==> src/x2luv_div.sv <==
// pipelined restoring divider, one quotient bit per stage
module x2luv_div #(
    parameter int NW = 38,
    parameter int DW = 23,
    parameter int QW = 21
) (
    input  logic          aclk,
    input  logic          en,
    input  logic [NW-1:0] num_i,
    input  logic [DW-1:0] den_i,
    output logic [QW-1:0] quo_o
);

    logic [DW-1:0] rem_reg  [0:QW-1];
    logic [NW-1:0] num_reg  [0:QW-1];
    logic [DW-1:0] den_reg  [0:QW-1];
    logic [QW-1:0] quo_reg  [0:QW-1];
    logic [DW-1:0] rem_next [0:QW-1];
    logic [QW-1:0] quo_next [0:QW-1];

    // one compare and subtract per stage
    always_comb begin
        logic [DW-1:0] rem_in;
        logic [NW-1:0] num_in;
        logic [DW-1:0] den_in;
        logic [QW-1:0] quo_in;
        logic [DW:0]   trial;
        for (int s = 0; s < QW; s++) begin
            if (s == 0) begin
                rem_in = DW'(num_i[NW-1:QW]);
                num_in = num_i;
                den_in = den_i;
                quo_in = '0;
            end else begin
                rem_in = rem_reg[s-1];
                num_in = num_reg[s-1];
                den_in = den_reg[s-1];
                quo_in = quo_reg[s-1];
            end
            trial = {rem_in, num_in[QW-1-s]};
            if (trial >= {1'b0, den_in}) begin
                rem_next[s] = DW'(trial - {1'b0, den_in});
                quo_next[s] = {quo_in[QW-2:0], 1'b1};
            end else begin
                rem_next[s] = DW'(trial);
                quo_next[s] = {quo_in[QW-2:0], 1'b0};
            end
        end
    end

    // stage registers
    always_ff @(posedge aclk) begin
        if (en) begin
            for (int s = 0; s < QW; s++) begin
                rem_reg[s] <= rem_next[s];
                quo_reg[s] <= quo_next[s];
                if (s == 0) begin
                    num_reg[s] <= num_i;
                    den_reg[s] <= den_i;
                end else begin
                    num_reg[s] <= num_reg[s-1];
                    den_reg[s] <= den_reg[s-1];
                end
            end
        end
    end

    assign quo_o = quo_reg[QW-1];

endmodule

==> config.mk <==
export PLATFORM = sky130hd
export DESIGN_NAME = x2luv_div
export DESIGN_NICKNAME = d
export VERILOG_FILES = /design/src/x2luv_div.sv
export SDC_FILE = /design/constraint.sdc
export NUM_CORES = 2
export LEC_CHECK = 0
export BUFFER_PORTS_ARGS = -buffer_cell sky130_fd_sc_hd__buf_4
export CAP_MARGIN = 5
export CORE_MARGIN = 3
export CORE_UTILIZATION = 40
export CTS_CLUSTER_DIAMETER = 40
export CTS_CLUSTER_SIZE = 24
export DETAILED_ROUTE_END_ITERATION = 10
export GPL_ROUTABILITY_DRIVEN = 0
export PLACE_DENSITY = 0.53
export SYNTH_ARGS = -nofsm -noshare
export SYNTH_HDL_FRONTEND = slang
export SYNTH_SLANG_ARGS = --single-unit
==> constraint.sdc <==
create_clock -name aclk -period 10.3 [get_ports aclk]
set_input_delay 1.545 -clock aclk [delete_from_list [all_inputs] [get_ports aclk]]
set_output_delay 1.545 -clock aclk [all_outputs]
set_load 0.01 [all_outputs]
==> results by group <==
Synth
  – Largest family of logic cells by synthesized area: compound AO/OA/AOI/OAI gates
  – Compound-cell area share of the yosys netlist: 0.123
  – Synthesized net count: 6196
  – Adder-cell share of the synthesized area: 0.0914
  – Post-synth EDFFs: 1361
  – Asr flop ratio synth: 0
  – Sequential fraction of the synthesis area: 0.585
  – Cell with the most instances after synthesis: edfxtp_1
  – Mux cell area share after synthesis: 0.0423
  – Syn_area_per_cell: 12.4 sq um
  – Synthesized-area fraction occupied by and/or/nand/nor cells: 0.0748
  – Post-Syn Instances: 5635
  – Area contributors post-synth: edfxtp_1 (59%), ha_1 (8.6%), mux2_2 (3.5%), a21oi_1 (3.2%), inv_1 (3.2%)
  – Yosys top cell by area: edfxtp_1
  – Xor/xnor share of the synthesized area: 0.0463
  – Synth Register Bits: 1361
  – Commonest cells post-synth: edfxtp_1 (1361), inv_1 (591), ha_1 (478)
  – Synth warn: 0
  – Synthesized area: 69800 sq um
  – Top FF cell, synth: edfxtp_1
  – Yosys top cell area share: 0.585
  – Synth cell types: 81

Power and ir drop
  – VDD IR max: 0.190 mV
  – Pwr/cell area: 315 nW/um^2
  – Leakage: 32.4 nW

Setup path
  – CP max FO: 22
  – Slowest CP cell: o21ai_2
  – Critical Path RT: 10880 ps
  – Crit. End Element: register
  – Worst Path Arrival: 4940 ps
  – Kind of critical path: input pin to register
  – Worst path max stage delay: 880 ps
  – Worst path cell trace: buf_4, inv_1, ha_1, nor2b_1, o21a_1, o21ai_0, a21oi_1, a21oi_1, a2bb2oi_1, a21oi_1, o21ai_2, mux2_2
  – Most frequent CP cell: a21oi_1
  – Critical path launch point type: input pin

STA
  – RSZ-0062 raised after global routing: no
  – Rel. slew slack: 0.235
  – Setup Skew: 34.2 ps
  – Worst slew pin tran: 1150 ps
  – Fin crit period: 4360 ps
  – Min Hold Slack: 391 ps
  – Slew Viols, Final: 0
  – Endpoints failing setup: 0
  – Hold Fails Final Rpt: 0
  – Final Cycle Share: 0.424
  – Fmax achieved: 0.229 GHz
  – TNS Setup: 0 ps
  – Post-route setup slack: 5940 ps

Die
  – Initial core utilization: 0.405
  – Total die area: 180000 sq um
  – # rows: 152
  – Die height: 424 um
  – Core area: 172000 sq um
  – # IOs: 84
  – Die width: 424 um

Place
  – DP HPWL: 104000 um
  – IO Port Bufs: 83
  – DP Worst Slack: 5030 ps
  – Cell Count Post-Placement: 7964

Clock tree
  – H-Tree Depth: 4
  – Postcts setup bufs: 0
  – CTS tree: yes
  – Worst-Skew Late Latency: 840 ps
  – Cts repair resizes: 0
  – Sink Count: 1361
  – Clk root buf: clkbuf_16
  – Hold_buf cts: 0
  – Clock buffer depth: 3
  – Worst-path clk slew: 50 ps
  – Number of buffers created by CTS: 224

Global routing
  – Grt ovf: 0
  – Largest net degree at the start of global routing: 197
  – Vias in the first global route: 42700
  – Initial antenna violation count: 2
  – GR Util All Layers: 0.160
  – First-pass GRT wire length: 230000 um

Cells and area
  – Fin cells: 8390
  – Post-layout util: 0.470
  – Layout area overhead: 16.1%
  – Nets: 6441
  – Ratio of cells with drive above 1 in the final layout: 0.130

Detailed routing
  – Vias: 42800
  – Vias/cell: 5.11
  – Residual DRC: 0
  – Detail Route Antenna Nets: 0
  – Total length of routed wires: 144000 um
  – Drt pass-1 iters: 5
  – WL per Instance: 17.2 um
  – Drt initial violations: 2641

Outcome
  – Status: finished clean

Worst hold path
  – Hold WC Path Type: register to register

Flow run
  – Max-cap violations: 0
path summary, 6_finish.rpt:
path	from	to	slack, ps	depth (start not counted)
max	den_i[1]	rem_reg[0][2]	5940	12
min	quo_reg[1][6]	quo_reg[1][28]	390	0
max reg2reg	den_reg[4][4]	rem_reg[2][44]	6110	11
min reg2reg	quo_reg[1][6]	quo_reg[1][28]	390	0
per-layer routing:
| layer | track usage | up-vias | routed length (um) |
|---|---|---|---|
| met5 | 0 | - | 0 |
| met4 | 0.0541 | 0 | 3940 |
| met3 | 0.0319 | 269 | 6240 |
| met2 | 0.259 | 773 | 67200 |
| met1 | 0.214 | 20400 | 66900 |
| li1 | - | 21400 | - |
layout make-up:
cell class                 instances  area (sq um)
clock inverter                   183          2000
clock buffer                     242          5670
antenna                            1          2.50
fill                           15500         91400
tap                             2310          2890
multi-input combinational       3589         26500
sequential                      1361         40900
inverter                         591          2220
timing repair buffer             113           943
cells by family after synthesis:
kind of cell | Yosys count
xor gates and xnor gates | 369
muxes | 259
and+or+nand+nor | 1104
adders and majority gates | 498
DFF | 1361
buffers and inverters | 685
AOI/OAI and AO/OA | 1359
power by group:
part	leakage, nW	switching, mW	total (mW)	internal, mW
sequential	13.3	0.719	8.62	7.90
clock	3.68	2.87	7.44	4.57
combinational	15.5	5.18	9.50	4.32
total	32.4	8.77	25.6	16.8
layout by cell type (no fill, tap or decap), types with 23 or more instances in the layout:
| cell | count |
|---|---|
| edfxtp_1 | 1361 |
| inv_1 | 591 |
| ha_1 | 478 |
| a21oi_1 | 448 |
| nor2_1 | 343 |
| nand2_1 | 302 |
| o21ai_0 | 287 |
| xnor2_1 | 240 |
| clkbuf_16 | 224 |
| mux2_2 | 218 |
| a21o_1 | 186 |
| xor2_1 | 129 |
| buf_4 | 106 |
| o21a_1 | 81 |
| nand3_1 | 75 |
| nor2b_1 | 70 |
| nand4_1 | 64 |
| nor3_1 | 57 |
| nand2b_1 | 55 |
| a31oi_1 | 46 |
| a211oi_1 | 42 |
| inv_6 | 38 |
| and3_1 | 36 |
| o21bai_1 | 33 |
| clkinvlp_4 | 28 |
| o31ai_1 | 24 |
| mux2i_1 | 24 |
| o211ai_1 | 23 |
metrics by stage:
| step | instance area (sq um) | power (mW) |
|---|---|---|
| 2_1_floorplan | 69800 | 15.7 |
| 3_3_place_gp | 73400 | 18.1 |
| 3_5_place_dp | 73400 | 18.2 |
| 4_1_cts | 81100 | 25.8 |
| 5_1_grt | 81100 | 27.3 |
| 6_report | 81100 | 25.6 |
worst max-delay path: cells and delay by family:
family / cells / cell delay [ps]
adder cells (fa/ha/maj): 1 / 250
buffers and inverters: 2 / 210
AO/OA/AOI/OAI: 7 / 2350
AND/OR/NAND/NOR: 1 / 130
multiplexers: 1 / 420
Note: power is estimated with default switching activity, not from simulation.
