### config.mk
export PLATFORM = sky130hd
export DESIGN_NAME = x2luv_star
export DESIGN_NICKNAME = d
export VERILOG_FILES = /design/src/x2luv_pkg.sv /design/src/x2luv_star.sv
export SDC_FILE = /design/constraint.sdc
export NUM_CORES = 2
export LEC_CHECK = 0
export BUFFER_PORTS_ARGS = -buffer_cell sky130_fd_sc_hd__buf_2
export CORE_MARGIN = 4
export CORE_UTILIZATION = 35
export CTS_CLUSTER_SIZE = 20
export DETAILED_ROUTE_END_ITERATION = 10
export GPL_TIMING_DRIVEN = 0
export HOLD_SLACK_MARGIN = 0.1
export PLACE_DENSITY_LB_ADDON = 0.3
export REMOVE_ABC_BUFFERS = 1
export SLEW_MARGIN = 40
export SYNTH_ARGS = -nofsm -noshare
export SYNTH_HDL_FRONTEND = slang
export SYNTH_SLANG_ARGS = --single-unit
### constraint.sdc
create_clock -name aclk -period 9.75 [get_ports aclk]
set_input_delay 0.975 -clock aclk [delete_from_list [all_inputs] [get_ports aclk]]
set_output_delay 0.975 -clock aclk [all_outputs]
set_load 0.03 [all_outputs]
### src/x2luv_pkg.sv
// shared constants and result type for the xyz to cieluv converter
package x2luv_pkg;

    // field widths
    localparam int XW    = 18;
    localparam int LW    = 16;
    localparam int PW    = 18;
    localparam int SW    = 23;
    localparam int DEN_W = 23;
    localparam int NUM_W = 38;

    // pipeline depths
    localparam int CBRT_STAGES = 21;
    localparam int DIV_QW      = 21;
    localparam int LIGHT_LAT   = CBRT_STAGES + 2;
    localparam int DIV_EXTRA   = LIGHT_LAT - DIV_QW;
    localparam int STAR_LAT    = 4;
    localparam int PIPE_LAT    = LIGHT_LAT + STAR_LAT;

    // lightness constants
    localparam logic [32:0] LIN_MUL    = 33'd24389;
    localparam logic [32:0] LIN_RND    = 33'd3456;
    localparam logic [32:0] LIN_THRESH = 33'd14155776;
    localparam logic [16:0] RECIP27    = 17'd77673;
    localparam int          RECIP27_SH = 21;
    localparam logic [27:0] L_OFF      = 28'd16777216;

    // opponent constants
    localparam logic [25:0] WHITE_U    = 26'd262144;
    localparam logic [25:0] WHITE_V    = 26'd589824;
    localparam logic [45:0] STAR_RND   = 46'd622592;
    localparam logic [28:0] RECIP19    = 29'd452101821;
    localparam int          RECIP19_SH = 33;
    localparam logic [25:0] STAR_POS   = 26'd4194303;
    localparam logic [25:0] STAR_NEG   = 26'd4194304;

    // one converted sample
    typedef struct packed {
        logic [LW-1:0] lightness;
        logic [PW-1:0] u_prime;
        logic [PW-1:0] v_prime;
        logic [SW-1:0] u_star;
        logic [SW-1:0] v_star;
        logic          denom_zero;
    } luv_t;

endpackage

### src/x2luv_star.sv
// opponent coordinates u* and v*, saturation and result assembly
module x2luv_star (
    input  logic                         aclk,
    input  logic                         en,
    input  logic [x2luv_pkg::LW-1:0]     light_i,
    input  logic [x2luv_pkg::DIV_QW-1:0] uq_i,
    input  logic [x2luv_pkg::DIV_QW-1:0] vq_i,
    input  logic                         dz_i,
    output x2luv_pkg::luv_t              res_o
);
    import x2luv_pkg::*;

    // stage 1: offset from the white point as sign and magnitude
    logic [25:0] u19, v19;
    logic [25:0] umag_next, vmag_next;
    logic        uneg_next, vneg_next;
    logic [PW-1:0] usat_next, vsat_next;

    always_comb begin
        u19 = (26'(uq_i) << 4) + (26'(uq_i) << 1) + 26'(uq_i);
        v19 = (26'(vq_i) << 4) + (26'(vq_i) << 1) + 26'(vq_i);
        uneg_next = u19 < WHITE_U;
        vneg_next = v19 < WHITE_V;
        umag_next = uneg_next ? WHITE_U - u19 : u19 - WHITE_U;
        vmag_next = vneg_next ? WHITE_V - v19 : v19 - WHITE_V;
        usat_next = (uq_i > DIV_QW'(18'h3FFFF)) ? 18'h3FFFF : uq_i[PW-1:0];
        vsat_next = (vq_i > DIV_QW'(18'h3FFFF)) ? 18'h3FFFF : vq_i[PW-1:0];
    end

    logic [LW-1:0] l1_reg;
    logic [25:0]   umag1_reg, vmag1_reg;
    logic          uneg_reg [0:STAR_LAT-1];
    logic          vneg_reg [0:STAR_LAT-1];
    logic          dz_reg   [0:STAR_LAT-1];
    logic [PW-1:0] usat_reg [0:STAR_LAT-1];
    logic [PW-1:0] vsat_reg [0:STAR_LAT-1];
    logic [LW-1:0] l_reg    [0:STAR_LAT-1];

    // stage 2 to 4 values
    logic [41:0] uprod_reg, vprod_reg;
    logic [45:0] un_full, vn_full;
    logic [29:0] um_reg, vm_reg;
    logic [58:0] uq_full, vq_full;
    logic [25:0] uq4_reg, vq4_reg;

    always_comb begin
        un_full = 46'(uprod_reg) * 46'd13 + STAR_RND;
        vn_full = 46'(vprod_reg) * 46'd13 + STAR_RND;
        uq_full = 59'(um_reg) * 59'(RECIP19);
        vq_full = 59'(vm_reg) * 59'(RECIP19);
    end

    always_ff @(posedge aclk) begin
        if (en) begin
            // stage 1
            l1_reg      <= light_i;
            umag1_reg   <= umag_next;
            vmag1_reg   <= vmag_next;
            uneg_reg[0] <= uneg_next;
            vneg_reg[0] <= vneg_next;
            dz_reg[0]   <= dz_i;
            usat_reg[0] <= usat_next;
            vsat_reg[0] <= vsat_next;
            l_reg[0]    <= light_i;
            // stage 2: lightness times offset
            uprod_reg <= 42'(l1_reg) * 42'(umag1_reg);
            vprod_reg <= 42'(l1_reg) * 42'(vmag1_reg);
            // stage 3: times 13, round, drop the power of two
            um_reg <= un_full[45:16];
            vm_reg <= vn_full[45:16];
            // stage 4: divide by 19 through the reciprocal
            uq4_reg <= 26'(uq_full >> RECIP19_SH);
            vq4_reg <= 26'(vq_full >> RECIP19_SH);
            // side values ride along
            for (int s = 1; s < STAR_LAT; s++) begin
                dz_reg[s]   <= dz_reg[s-1];
                usat_reg[s] <= usat_reg[s-1];
                vsat_reg[s] <= vsat_reg[s-1];
                l_reg[s]    <= l_reg[s-1];
                uneg_reg[s] <= uneg_reg[s-1];
                vneg_reg[s] <= vneg_reg[s-1];
            end
        end
    end

    // saturate, apply sign and clear chromaticity on a zero denominator
    logic          uneg4, vneg4;
    logic [SW-1:0] us, vs;

    assign uneg4 = uneg_reg[STAR_LAT-1];
    assign vneg4 = vneg_reg[STAR_LAT-1];

    always_comb begin
        if (uneg4) begin
            us = (uq4_reg > STAR_NEG) ? {1'b1, {(SW-1){1'b0}}} : SW'(-uq4_reg);
        end else begin
            us = (uq4_reg > STAR_POS) ? {1'b0, {(SW-1){1'b1}}} : SW'(uq4_reg);
        end
        if (vneg4) begin
            vs = (vq4_reg > STAR_NEG) ? {1'b1, {(SW-1){1'b0}}} : SW'(-vq4_reg);
        end else begin
            vs = (vq4_reg > STAR_POS) ? {1'b0, {(SW-1){1'b1}}} : SW'(vq4_reg);
        end
        res_o.lightness  = l_reg[STAR_LAT-1];
        res_o.denom_zero = dz_reg[STAR_LAT-1];
        if (dz_reg[STAR_LAT-1]) begin
            res_o.u_prime = '0;
            res_o.v_prime = '0;
            res_o.u_star  = '0;
            res_o.v_star  = '0;
        end else begin
            res_o.u_prime = usat_reg[STAR_LAT-1];
            res_o.v_prime = vsat_reg[STAR_LAT-1];
            res_o.u_star  = us;
            res_o.v_star  = vs;
        end
    end

endmodule

==> run_results.csv <==
group,metric,value,unit
synthesis,ys_seq_area_frac,0.174,
worst_setup_path,slowest_delay,0.67,ns
cts,root_buffer,"clkbuf_16",
cts,cts_sinks,468,
status,outcome,"finished, final reports clean",
worst_setup_path,worst_setup_path_end_kind,"register",
worst_setup_path,reg2reg_to,"uq4_reg[25]",
placement,portBuffers,159,
worst_setup_path,worstPathMaxFanout,8,
timing,max_clock_freq,113,MHz
global_route,antenna_found_initial,5,
worst_setup_path,cp-start-kind,"register",
timing,setup_viol,0,
timing,maxSlewHeadroom,0.372,
finish,fin_nets,10900,
worst_setup_path,cpMaxStageDelayCell,"edfxtp_1",
synthesis,synth_top_area_cell,"fa_1",
detailed_routing,dr.pass1.iters,7,
timing,slew_viol_final,0,
min_path,min_path_type,"register to register",
cts,post_cts_resized,0,
worst_setup_path,reg2reg_slack,0.93,ns
timing,rsz0062_at_grt,"no",
floorplanning,ios,160,
detailed_routing,antenna_left,0,
detailed_routing,wl_met3,10700,µm
synthesis,yosys.cell_count.top_type,"inv_1",
cts,cts_tree,"built",
detailed_routing,drc_errors,0,
floorplanning,coreArea,0.230,mm²
global_route,track_usage,0.167,
floorplanning,die_h,489,µm
detailed_routing,wl_per_cell,17.2,µm
timing,period_share,0.905,
detailed_routing,avgViaCountPerCell,4.74,
global_route,overflow,0,
cts,clock_latency,0.71,ns
worst_setup_path,r2r_cells,29,
synthesis,synth_cells,8087,
worst_setup_path,crit_arrival,9.28,ns
synthesis,synth_edf_count,468,
synthesis,ys_warn_count,0,
worst_setup_path,reg2reg_from,"um_reg[18]",
global_route,grt_start_max_net_pins,76,
finish,drive_gt1_frac,0.0523,
synthesis,syn_area_per_cell,10.0,µm²
global_route,first_global_vias,57800,
min_path,hold_depth,0,
synthesis,synth_async_sr_flop_share,0,
synthesis,syn_area,0.0810,mm²
placement,gp_congestion,0.935,
cts,cts_made_buffers,60,
run,drv_cap,0,
floorplanning,rows,176,
worst_setup_path,path_common_cell,"fa_1",
floorplanning,die-area,0.239,mm²
floorplanning,die_x,489,µm
detailed_routing,wl_met1,90100,µm
synthesis,synth_top_flop_cell,"edfxtp_1",
synthesis,synth-seq-cells,468,
synthesis,yosysUniqueCellTypes,87,
detailed_routing,wl_met2,90300,µm
placement,hpwlAfterDp,167000,µm
cts,clk_pin_slew,0.07,ns
synthesis,synth.area.top_cells,"fa_1 (34%), ha_1 (18%), edfxtp_1 (17%)",
min_path,min_to,"l_reg[3][8]",
cts,post-cts-setup-buffers,0,
timing,period_minus_slack,8.82,ns
timing,tightestPinTransition,0.942,ns
worst_setup_path,worstSetupPathType,"register to register",
timing,hold_viol,0,
min_path,min_from,"l_reg[2][8]",
finish,area_delta_synth_final,9.13,%
detailed_routing,routed_wl,195000,µm
global_route,grt_pass1_wl,318000,µm
cts,htree_levels,2,
detailed_routing,dr_total_vias,53700,
synthesis,synth_top_area_frac,0.345,
timing,tns,0,ns
detailed_routing,detail_route.iter0.violations,2718,
synthesis,ys_top_cells_by_count,"inv_1 (2234), fa_1 (1394), ha_1 (1174)",
cts,cts_hold_buf,0,
detailed_routing,top_layer,"met4",
floorplanning,initial_core_util,0.352,
worst_setup_path,required,10.21,ns
timing,finClkSkew,0.0298,ns
cts,clock_path_buffers,3,
==> worst max-delay path, delay by kind of cell (launching register included) <==
kind	cells	cell delay [ns]
AOI/OAI and AO/OA	9	2.34
xor gates and xnor gates	1	0.13
adders and majority gates	9	4.40
buffers and inverters	6	0.33
DFF	1	0.67
and+or+nand+nor	4	0.70
==> layout by cell type, fill, tap and decap left out, drive strengths merged, types with 62 or more instances in the layout <==
master  Yosys  routed
buf         9     268
xnor2     178     178
nor3       77      77
ha       1174    1174
nor2b      76      76
fa       1394    1394
nand2     677     677
clkbuf    176      64
edfxtp    468     468
a21o      137     137
inv      2234    2241
and2      316     316
nand3      62      62
nor2      208     208
a21oi     208     208
xor2       81      81
o21ai     116     116
==> how the worst max path moves through the flow <==
stage,slack [ns],endpoint,start,depth (start not counted)
final,0.93,uq4_reg[25],um_reg[18],29
after global routing,0.44,vq4_reg[24],vm_reg[22],28
after detailed placement,0.92,vq4_reg[24],vm_reg[22],28
after floorplan,2.16,uprod_reg[39],l_reg[0][4],27
after CTS,0.89,vq4_reg[24],vm_reg[22],28
after global placement,0.04,dz_reg[0],en,1
==> metrics by stage <==
| stage | instance area [µm²] | instances | utilization | setup slack [ns] | hold WS (ns) |
|---|---|---|---|---|---|
| after floorplan | 80200 | 7902 | - | 2.16 | 0.400 |
| after global placement | 84800 | 11100 | 0.369 | 0.0376 | 0.400 |
| after detailed placement | 86300 | 11200 | 0.375 | 0.923 | 0.405 |
| after CTS | 88300 | 11300 | 0.384 | 0.895 | 0.349 |
| after global routing | 88400 | 11300 | 0.384 | 0.437 | 0.376 |
| final | 88400 | 11300 | 0.384 | 0.929 | 0.410 |
==> logic make-up (layout without fill, tap and decap cells) <==
group | count (synthesis) | after routing | synth area share
adders and majority gates | 2568 | 2568 | 0.526
xor gates and xnor gates | 259 | 259 | 0.0280
other | 0 | 25 | 0
and+or+nand+nor | 1643 | 1643 | 0.0991
DFF | 468 | 468 | 0.174
buffers and inverters | 2419 | 2611 | 0.113
muxes | 12 | 12 | 0.00155
AOI/OAI and AO/OA | 718 | 718 | 0.0590
==> final cells by class <==
| class | instances | area, µm² |
|---|---|---|
| clock buffers | 64 | 1520 |
| well taps | 3026 | 3790 |
| multi-input cells | 5200 | 57900 |
| clock inverters | 45 | 490 |
| fillers | 22600 | 142000 |
| inverters | 2234 | 8390 |
| repair buffers | 268 | 2220 |
| diodes | 25 | 62.6 |
| flip-flops and latches | 468 | 14100 |
==> layer usage <==
| layer | track usage | vias up |
|---|---|---|
| met1 | 0.235 | 27000 |
| li1 | - | 25300 |
| met5 | 0 | - |
| met4 | 0.0352 | 0 |
| met2 | 0.273 | 1149 |
| met3 | 0.0265 | 189 |
Power is left out: the tool's default activity adds up to more than one toggle a clock period on the data nets, which glitch-free logic cannot reach.
